===== config.mk =====
export PLATFORM = sky130hd
export DESIGN_NAME = tbt_ctrl
export DESIGN_NICKNAME = d
export VERILOG_FILES = /design/src/hw/rtl/tbt_pkg.sv /design/src/hw/rtl/tbt_ctrl.sv
export SDC_FILE = /design/constraint.sdc
export NUM_CORES = 1
export LEC_CHECK = 0
export CAP_MARGIN = 10
export CORE_MARGIN = 2
export CORE_UTILIZATION = 45
export CTS_CLUSTER_DIAMETER = 60
export DETAILED_ROUTE_END_ITERATION = 8
export DONT_BUFFER_PORTS = 1
export PLACE_DENSITY = 0.58
export SYNTH_ARGS = -nofsm -noshare
export SYNTH_HDL_FRONTEND = slang
export SYNTH_SLANG_ARGS = --single-unit
export TNS_END_PERCENT = 50

===== constraint.sdc =====
create_clock -name clk -period 1.2 [get_ports clk]
set_input_delay 0.18 -clock clk [delete_from_list [all_inputs] [get_ports clk]]
set_output_delay 0.18 -clock clk [all_outputs]
set_load 0.02 [all_outputs]

===== src/hw/rtl/tbt_pkg.sv =====
// Shared types and constants of the taint balance tracker.
package tbt_pkg;

  localparam int TABLE_ENTRIES = 1024;  // power of two: home slot is the low address bits
  localparam int IDX_W = $clog2(TABLE_ENTRIES);

  localparam logic [1:0] ST_FREE = 2'd0;
  localparam logic [1:0] ST_USED = 2'd1;
  localparam logic [1:0] ST_GONE = 2'd2;

  localparam logic [1:0] CFG_SEED_ADDRESS = 2'd0;
  localparam logic [1:0] CFG_SEED_AMOUNT_LOW = 2'd1;
  localparam logic [1:0] CFG_SEED_AMOUNT_HIGH = 2'd2;

  typedef enum logic [2:0] {
    RAM_IDLE,
    RAM_READ,
    RAM_CLEAR,
    RAM_SEED,
    RAM_WR_DST,
    RAM_WR_SRC
  } ram_op_t;

  typedef enum logic [1:0] {
    EMIT_NONE,
    EMIT_MOVE,
    EMIT_SAME,
    EMIT_FULL
  } emit_t;

  typedef struct packed {
    logic        kind;
    logic [31:0] block_number;
    logic [15:0] index_in_block;
    logic [63:0] source;
    logic [63:0] destination;
    logic [63:0] value_low;
    logic [63:0] value_high;
  } in_item_t;

  typedef struct packed {
    logic [31:0] out_block_number;
    logic [15:0] out_tx_index;
    logic [63:0] out_source;
    logic [63:0] out_destination;
    logic [63:0] moved_low;
    logic [63:0] moved_high;
    logic [63:0] source_left_low;
    logic [63:0] source_left_high;
    logic [63:0] destination_total_low;
    logic [63:0] destination_total_high;
    logic        table_full;
  } out_item_t;

  typedef struct packed {
    logic [1:0]   status;
    logic [63:0]  address;
    logic [127:0] amount;
  } entry_t;

  localparam int ENTRY_W = $bits(entry_t);

  typedef struct packed {
    logic    load_item;
    logic    clr_start;
    logic    pos_step;
    logic    probe_start;
    logic    key_dst;
    logic    probe_check;
    logic    latch_src;
    logic    latch_dst;
    logic    compute_take;
    logic    compute_sum;
    ram_op_t ram_op;
    emit_t   emit;
  } cmd_t;

  typedef struct packed {
    logic is_restart;
    logic value_zero;
    logic same_addr;
    logic seed_nonzero;
    logic hit;
    logic free;
    logic last;
    logic ins_avail;
    logic pos_last;
    logic out_busy;
  } sts_t;

endpackage


===== src/hw/rtl/tbt_ctrl.sv =====
// Controller state machine: sweep, probes, writes and result hand-off.
module tbt_ctrl (
  input  logic          clk,
  input  logic          rst,
  input  logic          in_valid,
  output logic          in_ready,
  input  tbt_pkg::sts_t sts,
  output tbt_pkg::cmd_t cmd
);

  localparam logic [3:0] S_CLEAR  = 4'd0;
  localparam logic [3:0] S_SEED   = 4'd1;
  localparam logic [3:0] S_IDLE   = 4'd2;
  localparam logic [3:0] S_DECODE = 4'd3;
  localparam logic [3:0] S_SRD    = 4'd4;
  localparam logic [3:0] S_SCHK   = 4'd5;
  localparam logic [3:0] S_TAKE   = 4'd6;
  localparam logic [3:0] S_DRD    = 4'd7;
  localparam logic [3:0] S_DCHK   = 4'd8;
  localparam logic [3:0] S_SUM    = 4'd9;
  localparam logic [3:0] S_WDST   = 4'd10;
  localparam logic [3:0] S_WSRC   = 4'd11;
  localparam logic [3:0] S_EMIT   = 4'd12;

  logic [3:0] state, state_next;
  logic seed_pending, seed_pending_next;
  tbt_pkg::emit_t mode, mode_next;

  always_ff @(posedge clk) begin
    if (rst) begin
      state <= S_CLEAR;
      seed_pending <= 1'b0;
      mode <= tbt_pkg::EMIT_NONE;
    end else begin
      state <= state_next;
      seed_pending <= seed_pending_next;
      mode <= mode_next;
    end
  end

  assign in_ready = (state == S_IDLE);

  always_comb begin
    state_next = state;
    seed_pending_next = seed_pending;
    mode_next = mode;
    cmd = '0;
    cmd.ram_op = tbt_pkg::RAM_IDLE;
    cmd.emit = tbt_pkg::EMIT_NONE;
    unique case (state)
      S_CLEAR: begin
        cmd.ram_op = tbt_pkg::RAM_CLEAR;
        cmd.pos_step = 1'b1;
        if (sts.pos_last) begin
          state_next = (seed_pending && sts.seed_nonzero) ? S_SEED : S_IDLE;
          seed_pending_next = 1'b0;
        end
      end
      S_SEED: begin
        cmd.ram_op = tbt_pkg::RAM_SEED;
        state_next = S_IDLE;
      end
      S_IDLE: begin
        if (in_valid) begin
          cmd.load_item = 1'b1;
          state_next = S_DECODE;
        end
      end
      S_DECODE: begin
        if (sts.is_restart) begin
          cmd.clr_start = 1'b1;
          seed_pending_next = 1'b1;
          state_next = S_CLEAR;
        end else if (sts.value_zero) begin
          state_next = S_IDLE;
        end else begin
          cmd.probe_start = 1'b1;
          state_next = S_SRD;
        end
      end
      S_SRD: begin
        cmd.ram_op = tbt_pkg::RAM_READ;
        state_next = S_SCHK;
      end
      S_SCHK: begin
        cmd.probe_check = 1'b1;
        if (sts.hit) begin
          cmd.latch_src = 1'b1;
          state_next = S_TAKE;
        end else if (sts.free || sts.last) begin
          state_next = S_IDLE;
        end else begin
          cmd.pos_step = 1'b1;
          state_next = S_SRD;
        end
      end
      S_TAKE: begin
        cmd.compute_take = 1'b1;
        if (sts.same_addr) begin
          mode_next = tbt_pkg::EMIT_SAME;
          state_next = S_EMIT;
        end else begin
          cmd.key_dst = 1'b1;
          cmd.probe_start = 1'b1;
          state_next = S_DRD;
        end
      end
      S_DRD: begin
        cmd.key_dst = 1'b1;
        cmd.ram_op = tbt_pkg::RAM_READ;
        state_next = S_DCHK;
      end
      S_DCHK: begin
        cmd.key_dst = 1'b1;
        cmd.probe_check = 1'b1;
        if (sts.hit) begin
          cmd.latch_dst = 1'b1;
          state_next = S_SUM;
        end else if (sts.free || (sts.last && sts.ins_avail)) begin
          state_next = S_SUM;
        end else if (sts.last) begin
          mode_next = tbt_pkg::EMIT_FULL;
          state_next = S_EMIT;
        end else begin
          cmd.pos_step = 1'b1;
          state_next = S_DRD;
        end
      end
      S_SUM: begin
        cmd.compute_sum = 1'b1;
        state_next = S_WDST;
      end
      S_WDST: begin
        cmd.ram_op = tbt_pkg::RAM_WR_DST;
        state_next = S_WSRC;
      end
      S_WSRC: begin
        cmd.ram_op = tbt_pkg::RAM_WR_SRC;
        mode_next = tbt_pkg::EMIT_MOVE;
        state_next = S_EMIT;
      end
      S_EMIT: begin
        if (!sts.out_busy) begin
          cmd.emit = mode;
          state_next = S_IDLE;
        end
      end
      default: state_next = S_IDLE;
    endcase
  end

endmodule


=== Word-level counts from Yosys, hierarchy flattened ===
Cells that the tools add are included.

* Equality and inequality tests: 20
* Multiplexer cells: 45
* Reductions and logical operators: 13

{| class="wikitable"
|+ Operator list
! cell !! number
|-
| $pmux W4 S12 || 1
|-
| $mux W4 || 9
|-
| $eq A4 B4 Y1 const B || 5
|-
| $mux W1 || 19
|-
| $eq A4 B3 Y1 const B || 4
|-
| $mux W2 || 8
|-
| $ne A2 B2 Y1 const B || 8
|-
| $pmux W3 S5 || 1
|-
| $eq A4 B2 Y1 const B || 2
|-
| $mux W3 || 2
|-
| $pmux W1 S2 || 3
|-
| $pmux W2 S3 || 1
|-
| $reduce_and A3 Y1 || 2
|-
| $reduce_or A2 Y1 || 3
|-
| $reduce_and A5 Y1 || 1
|-
| $eq A4 B1 Y1 const B || 1
|-
| $logic_not A4 Y1 || 1
|-
| $pmux W1 S3 || 1
|-
| $reduce_bool A3 Y1 || 1
|-
| $logic_and A1 B1 Y1 || 2
|-
| $logic_or A1 B1 Y1 || 2
|-
| $reduce_bool A2 Y1 || 1
|}

* Bits in registers: 7
* Bits of input ports: 13
* Output and inout port bits: 16
* Word-level logic and storage cells: 81

=== Longest topological paths before layout ===
Gate-level depths: netlist of run 1.

* Depth in word-level cells: 5
* Depth in mapped cells: 6
* Gate-level depth less buffers: 4

=== Least setup slack after synthesis of run 1 ===
No wires, ideal clock.

* Path type: flip-flop to output port
* From: reg state[2]
* To: out cmd[12] (netlist bit)
* Arrival: 1506 ps
* Data required time: 1020 ps
* Setup slack: -486 ps
* Cell stages (with the launch flop): 6
* Buffers on the path: 1
* Cell sequence: dfxtp_1 buf_2 nor2_1 nand2_1 a21oi_1 a22o_1

{| class="wikitable"
|+ RTL lines
! item !! line !! RTL
|-
| start: declaration || tbt_ctrl.sv:25 || <nowiki>logic [3:0] state, state_next;</nowiki>
|-
| start signal: assignment || tbt_ctrl.sv:35 || <nowiki>state <= state_next;</nowiki>
|-
| end: declaration || tbt_ctrl.sv:8 || <nowiki>output tbt_pkg::cmd_t cmd</nowiki>
|}

=== Worst setup path after layout of run 1 ===
* From: reg state[3]
* To: reg state[1]

* Word-level cells in the longest chain between the ends: 3
* Elaborated cells on any way between the ends: 17
* Those cells by class: eq/ne: 14; mux: 1; reduce/logical: 2

{| class="wikitable"
|+ Ends and longest elaborated chain
! item !! line !! RTL
|-
| $eq A4 B4 Y1 (tied with other cells) || tbt_ctrl.sv:50 || <nowiki>unique case (state)</nowiki>
|-
| $ne A2 B2 Y1 (no source line) || - ||
|-
| $reduce_and A3 Y1 (no source line) || - ||
|}

Several ways; a longest one is shown, not always the timed one.
A chain may end at the register's enable or synchronous reset.

==> impl_metrics.csv, run 1 <==
group,metric,value,unit
layout,mostFrequentLayoutCell,"buf_4",
synthesis,synth_area,746,µm²
worst_hold_path,hold_path.class,"in2reg",
floorplan,io_pins,29,
power,power,966,µW
layout,design_area,1450,µm²
layout,area_growth,94.6,%
worst_hold_path,min_to,"state[0]$_SDFFE_PP0P_",
synthesis,synthCells,105,
power,ir_worst_vdd,0.000757,V
drt,post-route-drc-count,0,
clock_network,numCtsBuffers,3,
sta,hold_viol_final,0,
drt,via_count,1237,
synthesis,synthTopCellsByArea,"dfxtp_1 19%, nor2_1 6.0%, buf_2 5.4%",
synthesis,yosysTopAreaCellShare,0.188,
global_routing,antenna_found_initial,0,
setup_path,worstPathArrival,1800,ps
clock_network,htree_levels,1,
floorplan,initial_utilization,0.489,
drt,final_antenna_net_count,0,
drt,via_per_inst,7.41,
clock_network,clk_path_buf_depth,2,
sta,skew,1.31,ps
clock_network,tritoncts,"built",
layout,drive_above_1_share,0.623,
clock_network,path_clk_slew,60,ps
setup_path,path_class,"reg2reg",
layout,layout_common_cells,"34 x buf_4, 11 x buf_6, 7 x nor2_1",
layout,antennaDiodeCount,0,
synthesis,synthArstFlopShare,0,
place,dp_hpwl,1.94,mm
worst_hold_path,whs_path_depth,2,
global_routing,grtUsageTotal,0.341,
setup_path,regToRegSetupSlack,-430,ps
drt,drtIter0Drc,129,
place,placed_cell_area,1090,µm²
setup_path,reg2reg_depth,6,
global_routing,grt_max_degree,13,
clock_network,cts_root_buffer,"clkbuf_4",
run_status,status,"finished, violations left",
synthesis,ys.flop_type,"dfxtp_1",
place,gp_congestion,0.810,
synthesis,yosys_register_bits,7,
setup_path,r2r-end,"state[1]$_SDFFE_PP0P_",
sta,setup_violations,23,
drt,wl_per_cell,28.2,µm
sta,max_slew.worst_pin.slew,384,ps
setup_path,rr_startpoint,"state[3]$_SDFFE_PP0P_",
synthesis,seq_area_frac_synth,0.188,
sta,setup_tns,-6040,ps
synthesis,yosys.cell_types.count,42,
setup_path,cp.required,1370,ps
synthesis,synth_nets,118,
drt,routed_wl,4.72,mm
synthesis,synth.avg_cell_area,7.10,µm²
layout,utilization,0.952,
sta,rsz0062_at_grt,"true",
place,port_buffers,0,
setup_path,critPathLaunchType,"flip-flop",
run,drv_cap,0,
synthesis,synth_top_area_cell,"dfxtp_1",
global_routing,grt_remaining_overflow,0,
sta,whs,109,ps
global_routing,first_global_vias,1011,
sta,clock.fmax,0.614,GHz
worst_hold_path,hp-start,"rst",
clock_network,cts.sinks,7,
sta,finalMaxSlewViolations,0,
global_routing,grt_pass1_wl,4.80,mm
run_status,violations,"setup timing",
layout,nFillCells,38,
floorplan,die-area,2000,µm²
power,powerDensity,666,nW/µm²
sta,setup_slack,-429,ps
floorplan,die_width,44.7,µm
power,p_leak,0.591,nW
setup_path,end_kind,"flip-flop",
synthesis,synth_edf_count,0,
floorplan,coreArea,1520,µm²
layout,fin_nets,165,
clock_network,clk_latency,270,ps
floorplan,rows,14,
synthesis,ys_warn_count,0,
setup_path,cp_max_fo,7,
floorplan,die_h,44.7,µm
drt,drtPass1Iterations,6,
sta,slew_headroom,0.741,
sta,period_minus_slack,1630,ps
sta,finalCritPeriodShare,1.36,
-- worst max-delay path by stage --
stage	startpoint	slack [ps]	endpoint	cells past startpoint
finish	state[3]$_SDFFE_PP0P_	-430	state[1]$_SDFFE_PP0P_	6
global route	state[2]$_SDFFE_PP0P_	-530	state[0]$_SDFFE_PP0P_	6
CTS	state[3]$_SDFFE_PP0P_	-300	cmd[2]	5
detailed placement	state[0]$_SDFFE_PP0P_	-180	cmd[10]	4
global placement	state[0]$_SDFFE_PP0P_	-150	cmd[10]	4
floorplan	state[2]$_SDFFE_PP0P_	-180	cmd[12]	5
-- routing by layer --
| metal | track usage | wire length [µm] | up-vias | part of all wire |
|---|---|---|---|---|
| met5 | 0 | 0 | - | 0 |
| met4 | 0.188 | 419 | 0 | 0.089 |
| met3 | 0.0880 | 630 | 56 | 0.13 |
| met2 | 0.562 | 2140 | 142 | 0.45 |
| met1 | 0.399 | 1520 | 553 | 0.32 |
| li1 | - | - | 486 | - |
-- where the power goes --
group	internal, mW	switching, mW
registers	0.239	0.0230
clock network	0.128	0.108
logic	0.217	0.250
-- cells by family after synthesis --
group | after synthesis | synth area share
AO/OA/AOI/OAI | 27 | 0.273
buffers and inverters | 10 | 0.0638
flip-flops | 7 | 0.188
multiplexers | 1 | 0.0134
AND/OR/NAND/NOR | 60 | 0.461
-- cell type report --
type,count,area [µm²],share of cell area
multi-input combinational,88,776,0.534
clock buffer,4,26.3,0.0181
inverter,2,10.0,0.00690
timing repair buffer,50,464,0.320
sequential,7,155,0.107
tap,16,20.0,0.0138
-- repair_timing --
item                                   CTS  global route
resized for setup                       42            17
buffers inserted                        10             4
gates cloned                             0             1
hold buffers                             1             0
endpoints found under the hold margin    5             0
pin swaps                               16             9
setup endpoints to repair               23            23
-- state kept, by name, summed over array words and instances (netlist names) --
signal and count:
mode 2, seed_pending 1, state 4
-- Yosys cell counts (all sizes together), types with 3 or more instances --
master,n
dfxtp,7
nor3,8
a31oi,3
nand2b,3
nor2,12
a21oi,4
and2,4
buf,8
nand2,8
nor2b,5
o21ai,4
and3,6
-- worst max-delay path, stage by stage, from the launching register on --
cell and delay [ps]:
dfxtp_4 380, buf_8 140, buf_4 130, nor4b_1 400, nor3_1 90, o2bb2ai_1 160
a31oi_1 230
-- metrics by stage --
step | instances | setup slack (ps)
2_1_floorplan | 105 | -182
5_1_grt | 167 | -527
3_3_place_gp | 147 | -152
3_5_place_dp | 147 | -178
4_1_cts | 162 | -300
6_report | 167 | -429
(Power assumes the default switching activity.)
==> run 2, diff against run 1 <==
- ABC_AREA: default -> 1
==> run 2 against run 1 <==
  * The run still ends with setup timing left
  * Fmax increased by 10%
  * Design area fell by 16%
  * Worst hold slack got worse by 5.2 ps
  * Power up 23%
  * Synthesized area is 6.0% lower
  * Die area shrank 5.5%
  * Via count decreased by 21%
  * Critical path depth did not move
  * Clock skew about the same
  * Setup slack improved by 150 ps
  * Clock-buffer cell count stayed put
==> impl_metrics.csv, run 2 <==
group,metric,value,unit
layout,drive_above_1_share,0.515,
clock_network,clk_latency,260,ps
global_routing,grt_remaining_overflow,0,
worst_hold_path,hp-start,"sts[7]",
run_status,violations,"setup timing",
layout,largest_register_ffs,4,
synthesis,synth_top_area_cell,"nand2_1",
worst_hold_path,min_to,"mode[0]$_SDFFE_PP0P_",
global_routing,grtUsageTotal,0.252,
floorplan,initial_utilization,0.471,
floorplan,coreArea,1490,µm²
sta,slew_headroom,0.730,
layout,layout_common_cells,"30 x buf_4, 25 x nand2_1, 21 x nor2_1",
power,powerDensity,977,nW/µm²
setup_path,cp_max_fo,5,
clock_network,htree_levels,1,
synthesis,synth_most_common_cell,"nand2_1",
sta,period_minus_slack,1480,ps
setup_path,rr_startpoint,"state[1]$_SDFFE_PP0P_",
layout,fin_nets,185,
place,dp_hpwl,1.55,mm
layout,utilization,0.814,
global_routing,antenna_found_initial,0,
setup_path,crit_slowest_cell,"dfxtp_4",
setup_path,path_cells,"inv_4 > nor2_4 > nand2_2 > inv_2 > buf_6 > buf_12",
clock_network,numCtsBuffers,3,
power,ir_worst_vdd,0.000715,V
floorplan,io_pins,29,
drt,via_count,981,
sta,finalCritPeriodShare,1.23,
floorplan,die_h,43.5,µm
setup_path,worst_path_largest_cell_delay,400,ps
synthesis,synth_area,701,µm²
synthesis,synthCells,131,
layout,regMostFlops,"state",
synthesis,yosys.cell_types.count,18,
drt,post-route-drc-count,0,
sta,clock.fmax,0.678,GHz
setup_path,r2r-end,"state[3]$_SDFFE_PP0P_",
layout,top_regs,"state: 4 flops, mode: 2 flops, seed_pending: 1 flops",
synthesis,yosys_register_bits,7,
layout,area_growth,73.0,%
setup_path,path_class,"reg2out",
setup_path,crit_family,"flip-flops",
place,pre_cts_ws,-99.3,ps
layout,nFillCells,103,
layout,mostFrequentLayoutCell,"buf_4",
clock_network,path_clk_slew,50,ps
sta,setup_tns,-4150,ps
place,gp_congestion,0.824,
power,p_leak,0.662,nW
setup_path,worstPathArrival,1300,ps
sta,whs,104,ps
clock_network,tritoncts,"built",
global_routing,grt_max_degree,8,
setup_path,regToRegSetupSlack,-170,ps
global_routing,first_global_vias,875,
synthesis,seq_area_frac_synth,0.200,
drt,drtPass1Iterations,4,
layout,fin_cells,187,
run,drv_cap,0,
worst_hold_path,hold_path.class,"in2reg",
clock_network,cts_root_buffer,"clkbuf_4",
drt,wl_per_cell,13.3,µm
drt,via_per_inst,5.25,
global_routing,grt_pass1_wl,3.57,mm
drt,final_antenna_net_count,0,
layout,antennaDiodeCount,0,
setup_path,reg2reg_depth,9,
synthesis,synth_commonest_cells,"38 x nand2_1, 25 x nor2_1, 20 x inv_1",
floorplan,die-area,1890,µm²
synthesis,ys.flop_type,"dfxtp_1",
place,placed_cell_area,871,µm²
sta,setup_violations,23,
setup_path,crit_buf_inv,4,
synthesis,synthTopCellsByArea,"nand2_1 20%, dfxtp_1 20%, nor2_1 13%",
floorplan,die_width,43.5,µm
synthesis,synth_nets,144,
setup_path,critPathLaunchType,"flip-flop",
sta,hold_viol_final,0,
clock_network,cts.sinks,7,
clock_network,clk_path_buf_depth,2,
floorplan,rows,14,
synthesis,ys_warn_count,0,
run_status,status,"finished, violations left",
layout,design_area,1210,µm²
synthesis,synthArstFlopShare,0,
place,dp_cells,165,
place,port_buffers,0,
setup_path,cp.required,1020,ps
sta,finalMaxSlewViolations,0,
sta,skew,1.32,ps
setup_path,end_kind,"output port",
worst_hold_path,whs_path_depth,3,
synthesis,yosysTopAreaCellShare,0.204,
drt,routed_wl,2.48,mm
synthesis,synth.avg_cell_area,5.35,µm²
drt,drtIter0Drc,47,
synthesis,synth_edf_count,0,
sta,max_slew.worst_pin.slew,404,ps
sta,setup_slack,-275,ps
sta,rsz0062_at_grt,"true",
power,power,1.18,mW
==> run 2: layer usage <==
layer,track usage,share of wire
met1,0.301,0.38
met2,0.430,0.50
met3,0.0958,0.080
met4,0.0545,0.036
met5,0,0
==> run 2: tightest hold or removal path: cells and delay by family <==
| family | cells | cell delay, ps |
|---|---|---|
| buffers and inverters | 1 | 50 |
| and+or+nand+nor | 2 | 90 |
==> run 2: layout make-up <==
type,count,area [µm²],share of cell area
clock buffer,4,26.3,0.0217
inverter,25,98.8,0.0815
multi-input combinational,99,603,0.497
sequential,7,155,0.128
tap,16,20.0,0.0165
timing repair buffer,36,309,0.255
==> run 2: power by group <==
part | internal (mW) | switching, mW | leakage [nW]
combinational | 0.304 | 0.356 | 0.587
sequential | 0.260 | 0.0373 | 0.0599
clock | 0.128 | 0.0990 | 0.0150
==> run 2: logic make-up (layout without fill, tap and decap cells) <==
logic type / count (synthesis) / in the layout / synth area share
AOI/OAI and AO/OA: 6 / 6 / 0.0518
and+or+nand+nor: 93 / 93 / 0.614
DFF: 7 / 7 / 0.200
buffers and inverters: 25 / 65 / 0.134
==> run 2: worst max path at each step <==
stage	startpoint	slack (ps)	endpoint	cells after the start
global route	state[2]$_SDFFE_PP0P_	-350	cmd[6]	6
CTS	state[0]$_SDFFE_PP0P_	-230	cmd[1]	4
global placement	state[1]$_SDFFE_PP0P_	-90	cmd[2]	6
floorplan	state[1]$_SDFFE_PP0P_	-90	cmd[0]	3
finish	state[2]$_SDFFE_PP0P_	-280	cmd[6]	6
detailed placement	state[1]$_SDFFE_PP0P_	-100	cmd[2]	6
==> run 2: timing repair <==
| action | CTS | global route |
|---|---|---|
| gates resized for setup | 27 | 24 |
| endpoints found under the hold margin | 1 | 0 |
| hold buffers | 1 | 0 |
| pin swaps | 11 | 13 |
| setup endpoints to repair | 22 | 23 |
| buffers inserted | 10 | 7 |
==> run 3, diff against run 2 <==
- CORE_MARGIN: 2 -> default
- CTS_BUF_LIST: default -> sky130_fd_sc_hd__clkbuf_2
==> run 3 against run 2 <==
  * The run still ends with setup timing left
  * Non-clock buffer count shrank 4
  * Sequential share of layout area grew 0.74 points
  * Clock power shrank 22%
  * Utilization grew 2.5 points
  * Via count shrank 0.51%
  * Setup slack gained 23 ps
  * Die area shrank 9.0%
  * Register-to-register slack is essentially flat
  * Flip-flop and latch count is the same
  * Critical endpoint is now cmd[12]
  * Largest power group unchanged
==> impl_metrics.csv, run 3 (synthesized netlist as in run 2, its figures left out) <==
group,metric,value,unit
setup_path,worstPathArrival,1270,ps
global_routing,grtUsageTotal,0.270,
drt,via_count,976,
place,gp_congestion,0.895,
setup_path,end_kind,"output port",
sta,finalCritPeriodShare,1.21,
floorplan,die_h,41.5,µm
place,placed_cell_area,850,µm²
clock_network,tritoncts,"built",
floorplan,die-area,1720,µm²
setup_path,path_class,"reg2out",
run_status,status,"finished, violations left",
clock_network,cts_root_buffer,"clkbuf_2",
sta,slew_headroom,0.804,
floorplan,io_pins,29,
layout,top_regs,"state: 4 flops, mode: 2 flops, seed_pending: 1 flops",
global_routing,grt_pass1_wl,3.66,mm
setup_path,cpMostUsedCell,"nand2_2",
drt,routed_wl,2.48,mm
layout,largest_register_ffs,4,
layout,mostFrequentLayoutCell,"nand2_1",
sta,setup_violations,21,
clock_network,path_clk_slew,70,ps
power,powerDensity,865,nW/µm²
clock_network,clk_path_buf_depth,2,
power,power,991,µW
layout,fin_nets,181,
clock_network,numCtsBuffers,3,
drt,wl_per_cell,13.6,µm
floorplan,initial_utilization,0.513,
setup_path,cp_max_fo,5,
drt,drtPass1Iterations,4,
power,ir_worst_vdd,0.000888,V
drt,drtIter0Drc,23,
clock_network,clk_latency,240,ps
worst_hold_path,hold_path.class,"in2reg",
global_routing,grt_remaining_overflow,0,
layout,layout_common_cells,"27 x nand2_1, 24 x buf_4, 22 x nor2_1",
global_routing,grt_max_degree,8,
sta,setup_slack,-252,ps
power,p_leak,0.653,nW
setup_path,cp.required,1020,ps
sta,hold_viol_final,0,
drt,final_antenna_net_count,0,
floorplan,die_width,41.5,µm
global_routing,first_global_vias,868,
sta,rsz0062_at_grt,"true",
layout,antennaDiodeCount,0,
layout,area_growth,63.6,%
place,pre_cts_ws,-89.3,ps
layout,design_area,1150,µm²
layout,regMostFlops,"state",
setup_path,path_cells,"inv_4 > nor2_4 > nand2_2 > nand2_2 > nand3_2 > nand2_4",
floorplan,rows,13,
setup_path,critPathLaunchType,"flip-flop",
drt,via_per_inst,5.36,
floorplan,coreArea,1370,µm²
drt,post-route-drc-count,0,
sta,clock.fmax,0.689,GHz
sta,period_minus_slack,1450,ps
global_routing,antenna_found_initial,0,
run,drv_cap,0,
place,port_buffers,0,
place,dp_hpwl,1.50,mm
sta,max_slew.worst_pin.slew,294,ps
setup_path,worst_path_largest_cell_delay,400,ps
clock_network,htree_levels,1,
run_status,violations,"setup timing",
sta,finalMaxSlewViolations,0,
clock_network,cts.sinks,7,
sta,skew,1.96,ps
layout,nFillCells,76,
setup_path,crit_slowest_cell,"dfxtp_4",
layout,drive_above_1_share,0.479,
run 3: cell types whose count changed in the layout (fill, tap and decap cells not counted), sizes merged:
cell and change:
clkinv -1, buf -4, inv +1
run 3: worst max-delay path, delay by kind of cell (launching register included):
family | cells | cell delay [ps]
flip-flops | 1 | 400
AND/OR/NAND/NOR | 5 | 580
buffers and inverters | 1 | 60
run 3: final timing paths:
check | cells past startpoint | slack [ps] | end | start
setup / recovery | 6 | -250 | cmd[12] | state[2]$_SDFFE_PP0P_
hold / removal | 3 | 160 | mode[0]$_SDFFE_PP0P_ | sts[7]
setup reg to reg | 9 | -180 | mode[0]$_SDFFE_PP0P_ | state[2]$_SDFFE_PP0P_
hold reg to reg | 2 | 490 | seed_pending$_SDFFE_PP0P_ | seed_pending$_SDFFE_PP0P_
run 3: final cells by class:
| type | count | area (µm²) | area share |
|---|---|---|---|
| Multi-Input combinational cell | 99 | 577 | 0.503 |
| Sequential cell | 7 | 155 | 0.135 |
| Tap cell | 15 | 18.8 | 0.0164 |
| Inverter | 25 | 106 | 0.0928 |
| Timing Repair Buffer | 32 | 269 | 0.235 |
| Clock buffer | 4 | 20.0 | 0.0175 |
run 3: what timing repair did:
action                                  4_1_cts  5_1_grt
resized for setup                            38       14
pin swaps                                    10        8
buffers inserted                              8        6
endpoints found under the hold margin         0        1
endpoints found under the setup margin       22       23
hold buffers                                  0        1
run 3: metrics by stage:
step                cells  utilization  hold WS [ps]  TNS, ps
floorplan             131            -           252     -416
global placement      163        0.622           262     -392
detailed placement    163        0.622           265     -624
CTS                   175        0.763          6.08    -2920
global route          182        0.839           157    -4840
finish                182        0.839           157    -3380
run 3: layer usage:
metal	vias up	track usage	wire, µm
met5	-	0	0
met4	0	0.0258	40
met3	6	0.0870	179
met2	52	0.481	1310
met1	443	0.324	949
li1	475	-	-
run 3: power breakdown:
group | internal, mW | switching, mW | total (mW) | leakage, nW
clock network | 0.0886 | 0.0885 | 0.177 | 0.0166
logic | 0.214 | 0.304 | 0.518 | 0.577
registers | 0.260 | 0.0369 | 0.297 | 0.0599
total | 0.562 | 0.429 | 0.991 | 0.653
